==> src/hdl/vmt_pkg.sv <==
`timescale 1ns / 1ps
`default_nettype none
package vmt_pkg;

  localparam int NUM_REGS  = 8;
  localparam int CFG_IDX_W = 4;
  localparam int CFG_W     = 64;
  localparam int COORD_W   = 32;
  localparam int SUM_W     = 66;
  localparam int QUO_W     = 33;

  localparam logic [CFG_IDX_W-1:0] REG_ROW0_C01 = 4'd0;
  localparam logic [CFG_IDX_W-1:0] REG_ROW1_C01 = 4'd2;
  localparam logic [CFG_IDX_W-1:0] REG_ROW2_C23 = 4'd5;
  localparam logic [CFG_IDX_W-1:0] REG_ROW3_C23 = 4'd7;

  typedef enum logic [1:0] {
    CMD_POINT = 2'd0,
    CMD_DIR   = 2'd1,
    CMD_PROJ  = 2'd2
  } cmd_e;

  typedef struct packed {
    logic [1:0]         cmd;
    logic signed [31:0] in_x;
    logic signed [31:0] in_y;
    logic signed [31:0] in_z;
  } in_t;

  typedef struct packed {
    logic signed [31:0] out_x;
    logic signed [31:0] out_y;
    logic signed [31:0] out_z;
    logic               saturated;
    logic               div_zero;
  } out_t;

  typedef struct packed {
    logic               translate;
    logic               proj;
    logic signed [31:0] x;
    logic signed [31:0] y;
    logic signed [31:0] z;
  } item_t;

  typedef logic [NUM_REGS-1:0][CFG_W-1:0] cfg_t;

endpackage
`default_nettype wire

==> src/hdl/vmt_front.sv <==
`timescale 1ns / 1ps
`default_nettype none
module vmt_front (
  input  wire logic          clk_i,
  input  wire logic          rst_ni,
  input  wire logic          push_i,
  output logic               full_o,
  input  wire vmt_pkg::in_t  in_data_i,
  input  wire logic          take_i,
  output logic               item_valid_o,
  output vmt_pkg::item_t     item_o
);
  import vmt_pkg::*;

  item_t      mem_q [2];
  logic       wr_ptr_q, rd_ptr_q;
  logic [1:0] cnt_q;
  logic       wr_en, rd_en;
  item_t      dec;

  always_comb begin
    dec           = '0;
    dec.x         = in_data_i.in_x;
    dec.y         = in_data_i.in_y;
    dec.z         = in_data_i.in_z;
    dec.translate = 1'b1;
    dec.proj      = 1'b0;
    unique case (in_data_i.cmd)
      CMD_POINT: begin
        dec.translate = 1'b1;
      end
      CMD_DIR: begin
        dec.translate = 1'b0;
      end
      CMD_PROJ: begin
        dec.proj = 1'b1;
      end
      default: begin
        dec.translate = 1'b1;
      end
    endcase
  end

  assign full_o       = (cnt_q == 2'd2);
  assign wr_en        = push_i && !full_o;
  assign item_valid_o = (cnt_q != 2'd0);
  assign rd_en        = take_i && item_valid_o;
  assign item_o       = mem_q[rd_ptr_q];

  always_ff @(posedge clk_i) begin
    if (wr_en) begin
      mem_q[wr_ptr_q] <= dec;
    end
  end

  always_ff @(posedge clk_i or negedge rst_ni) begin
    if (!rst_ni) begin
      wr_ptr_q <= 1'b0;
      rd_ptr_q <= 1'b0;
      cnt_q    <= 2'd0;
    end else begin
      if (wr_en) begin
        wr_ptr_q <= !wr_ptr_q;
      end
      if (rd_en) begin
        rd_ptr_q <= !rd_ptr_q;
      end
      if (wr_en && !rd_en) begin
        cnt_q <= cnt_q + 2'd1;
      end else if (rd_en && !wr_en) begin
        cnt_q <= cnt_q - 2'd1;
      end
    end
  end

endmodule
`default_nettype wire

==> config.mk <==
export PLATFORM = sky130hd
export DESIGN_NAME = vmt_front
export DESIGN_NICKNAME = d
export VERILOG_FILES = /design/src/hdl/vmt_pkg.sv /design/src/hdl/vmt_front.sv
export SDC_FILE = /design/constraint.sdc
export NUM_CORES = 1
export LEC_CHECK = 0
export BUFFER_PORTS_ARGS = -buffer_cell sky130_fd_sc_hd__buf_2
export CORE_MARGIN = 5
export CORE_UTILIZATION = 48
export CTS_CLUSTER_DIAMETER = 50
export DETAILED_ROUTE_END_ITERATION = 16
export GPL_ROUTABILITY_DRIVEN = 1
export PLACE_DENSITY = 0.8
export SLEW_MARGIN = 30
export SYNTH_ARGS = -nofsm -noshare
export SYNTH_HDL_FRONTEND = slang
export SYNTH_SLANG_ARGS = --single-unit
==> constraint.sdc <==
create_clock -name clk_i -period 8.7 [get_ports clk_i]
set_input_delay 0.435 -clock clk_i [delete_from_list [all_inputs] [get_ports clk_i]]
set_output_delay 0.435 -clock clk_i [all_outputs]
set_load 0.01 [all_outputs]
# == After elaboration in Yosys (flattened, before gate mapping) ==
# Memories as Yosys holds them, arrays and structs flattened.
# Index checks and enable logic that the tools add are counted.
# word_totals
register_bits,4
ramBits,196
elab_cells,26
n_memories,1
# memory_table
name,depth,word_bits,read_ports,rd_ports_with_merged_regs,wr,line,source
mem_q,2,98,1,0,1,vmt_front.sv:15,item_t mem_q [2];
# classes
n_addsub,2
eq_ne,3
mux,6
reduce_logical,11
# op_table
op,count
1-bit zero test,5
"2-bit == test, second input constant",2
1-bit logical AND,4
1-bit 2-to-1 mux,4
2-bit 2-to-1 mux,2
2-bit nonzero test,2
"2-bit by 1-bit adder with 2-bit output, second input constant",1
"2-bit by 1-bit == test with 1-bit output, second input constant",1
"2-bit by 1-bit subtractor with 2-bit output, second input constant",1

# == Longest topological paths before layout ==
# depth
depth_word,7
ltp_mapped,7
ltp_nobuf,7

# == Worst setup path before layout ==
# No wires, ideal clock.
# synth_timing
path_kind,flip-flop to flip-flop
startpoint,register cnt_q[0]
endpoint,memory mem_q[0][0] in the netlist's numbering (enable)
t_arrival_ps,4703
required_ps,8145
slack_ps,3441
stages_incl_launch_ff,4
period_less_slack_ps,5259
cell_sequence,dfrtp_1 nand2b_1 nand2_1 nor2_1
# synth_via
elab_chain_cells,5
# synth_rtl
element,line,source
"start, declared",vmt_front.sv:17,logic [1:0] cnt_q;
"start signal, assigned",vmt_front.sv:69,cnt_q <= cnt_q + 2'd1;
"start signal, assigned",vmt_front.sv:71,cnt_q <= cnt_q - 2'd1;
2-bit == test,vmt_front.sv:44,assign full_o = (cnt_q == 2'd2);
1-bit zero test,vmt_front.sv:45,assign wr_en = push_i && !full_o;
1-bit logical AND,vmt_front.sv:45,
1-bit 2-to-1 mux,vmt_front.sv:51,if (wr_en) begin
1-bit 2-to-1 mux (implied by the code),vmt_front.sv:52,mem_q[wr_ptr_q] <= dec;
"end, declared",vmt_front.sv:15,
# No other way between the ends.

==> metrics.cfg <==
[outcome]
status = complete, no violations

[grt]
grt_antenna_before_repair = 1
grt_pass1_vias = 4075
grt_pass1_wl_mm = 20.5
grt_use_total_pct = 15.0
gr-total-overflow = 0
grt_max_degree = 88

[power_and_ir_drop]
ir_drop_mv = 0.170
power.density_nw_per_um2 = 332
p_leak_uw = 0.00346

[logic_synthesis]
yosysWarnings = 0
yosysSeqAreaShare_pct = 81.9
synth_xor_area_share_pct = 0.599
synth_top_family_by_area = multiplexers
synth-adder-area-share_pct = 0.171
synth_area_per_cell_sq_um = 22.4
muxShareOfSynthArea_pct = 15.6
ys_top_cells_by_area = edfxtp_1 81%, mux2_2 14%, mux2_4 2.1%
yosys.area_share.simple_pct = 0.633
syn_inst = 326
ys_types = 16
synth_top_area_share_pct = 80.5
synth_compound_area_share_pct = 0
syn_nets = 429
ys_ff_latch = 200
netlist_area_sq_um = 7310
yosysTopAreaCell = edfxtp_1

[floorplan]
design.die.area_sq_um = 17800
io_pins = 202
die_h_um = 133
initial_utilization_pct = 48.4
die_w_um = 133
row_count = 45
coreArea_sq_um = 15100

[worst_setup_path]
endpoint_kind = output port
cp_max_fo = 87
arrival_ns = 2.26
crit_required_ns = 8.27
crit_type = flop to output port
startpoint_type = flop

[sta]
fmax_mhz = 371
slew_headroom_pct = 43.7
finalMaxSlewViolations = 0
clock_skew_ns = 0.00921
hold_ws_ns = 0.200
rsz0062_at_grt = false
hold_viol = 0
tightest_slew_ns = 0.844
period_minus_slack_ns = 2.69
fin_setup_tns_ns = 0
finalSetupViolations = 0
period_share_pct = 31.0

[cts]
clk_path_buf_depth = 2
clock_latency_ns = 0.42
clock_sinks = 200
cts_max_level = 4
tritoncts = yes
path_clk_slew_ns = 0.07
root_buffer = clkbuf_16
cts-buffers-inserted = 17

[layout]
finalNetCount = 643
synthToLayoutAreaGrowth_pct = 25.1
drive_gt1_share_pct = 60.9
diodes = 0
layout_common_cells = 201 x buf_2, 196 x edfxtp_1, 88 x mux2_2
final_common_cell = buf_2
final_area_sq_um = 9140

[worst_hold_path]
hold_class = primary input to flop

[job]
cap_violations = 0

[placed_design]
post_dp_cell_area_sq_um = 8550
place_congestion = 0.703
portBuffers = 201
dp_hpwl_mm = 8.94

[drt]
wl_per_cell_um = 17.7
vias = 3680
ant_nets = 0
drt_iter0_markers = 217
first_pass_iters = 6
routed_wl_mm = 13.1
vias_per_cell = 4.97
drc = 0

-- state kept, by name, indices dropped and copies added, names as in the netlist --
register	flops
cnt_q	2
wr_ptr_q	1
mem_q	196
rd_ptr_q	1
-- power breakdown --
part | internal (uW) | switching (uW) | total [uW] | leakage (uW)
sequential | 1320 | 60.2 | 1380 | 0.00187
combinational | 416 | 482 | 898 | 0.00131
clock | 440 | 322 | 762 | 0.000280
total | 2170 | 864 | 3040 | 0.00346
-- metal layers --
metal,GRT usage [%],wire length [um],vias to the layer above
met5,0,7,-
met4,4.34,108,2
met3,5.89,1030,13
met2,24.7,6590,142
met1,18.5,5380,1805
li1,-,-,1718
-- metrics by stage --
step | setup slack, ns | instances | util, % | power (uW)
5_1_grt | 5.88 | 741 | 60.6 | 3200
3_3_place_gp | 5.94 | 707 | 56.4 | 2280
6_report | 6.01 | 741 | 60.6 | 3040
3_5_place_dp | 6.30 | 708 | 56.7 | 2320
2_1_floorplan | 3.44 | 326 | - | 2000
4_1_cts | 5.95 | 741 | 60.6 | 3080
-- Yosys cell counts (all sizes together) --
| library cell | number |
|---|---|
| buf | 11 |
| edfxtp | 196 |
| dfrtp | 4 |
| nor2 | 2 |
| nor2b | 1 |
| nand2b | 2 |
| ha | 1 |
| or2 | 1 |
| mux2 | 98 |
| and3 | 1 |
| xnor2 | 3 |
| xor2 | 2 |
| inv | 2 |
| nand2 | 2 |
-- logic make-up after synthesis --
family / after synthesis
xor+xnor: 5
mux: 98
fa+ha+maj: 1
simple gates: 9
flops: 200
buf+inv: 13
-- what timing repair did --
item                      CTS  global route
hold endpoints to repair    4             0
resized for setup           0             0
setup buffers               0             0
hold buffers                1             0
-- final cells by class --
type	instances	area, sq um
timing repair buffer	206	1070
fill	1144	5950
inverter	2	7.51
clock inverter	11	124
sequential	200	5990
multi-input combinational	113	1260
clock buffer	21	460
tap	188	235
-- worst max-delay path: stages (launching register included) --
cell and delay, ns:
dfrtp_4 0.54, buf_6 0.68, mux2_2 0.42, buf_2 0.14
-- worst paths after layout --
| check | slack (ns) | depth (start not counted) | endpoint | startpoint |
|---|---|---|---|---|
| min | 0.20 | 1 | mem_q[1][11] | in_data_i[11] |
| min reg2reg | 0.51 | 1 | cnt_q[1] | cnt_q[1] |
| max in group asynchronous | 8.19 | 2 | rd_ptr_q | rst_ni |
| min in group asynchronous | 0.37 | 2 | wr_ptr_q | rst_ni |
| max reg2reg | 6.33 | 4 | mem_q[0][85] | cnt_q[0] |
| max | 6.01 | 3 | item_o[73] | rd_ptr_q |
Note: power is estimated with default switching activity, not from simulation.
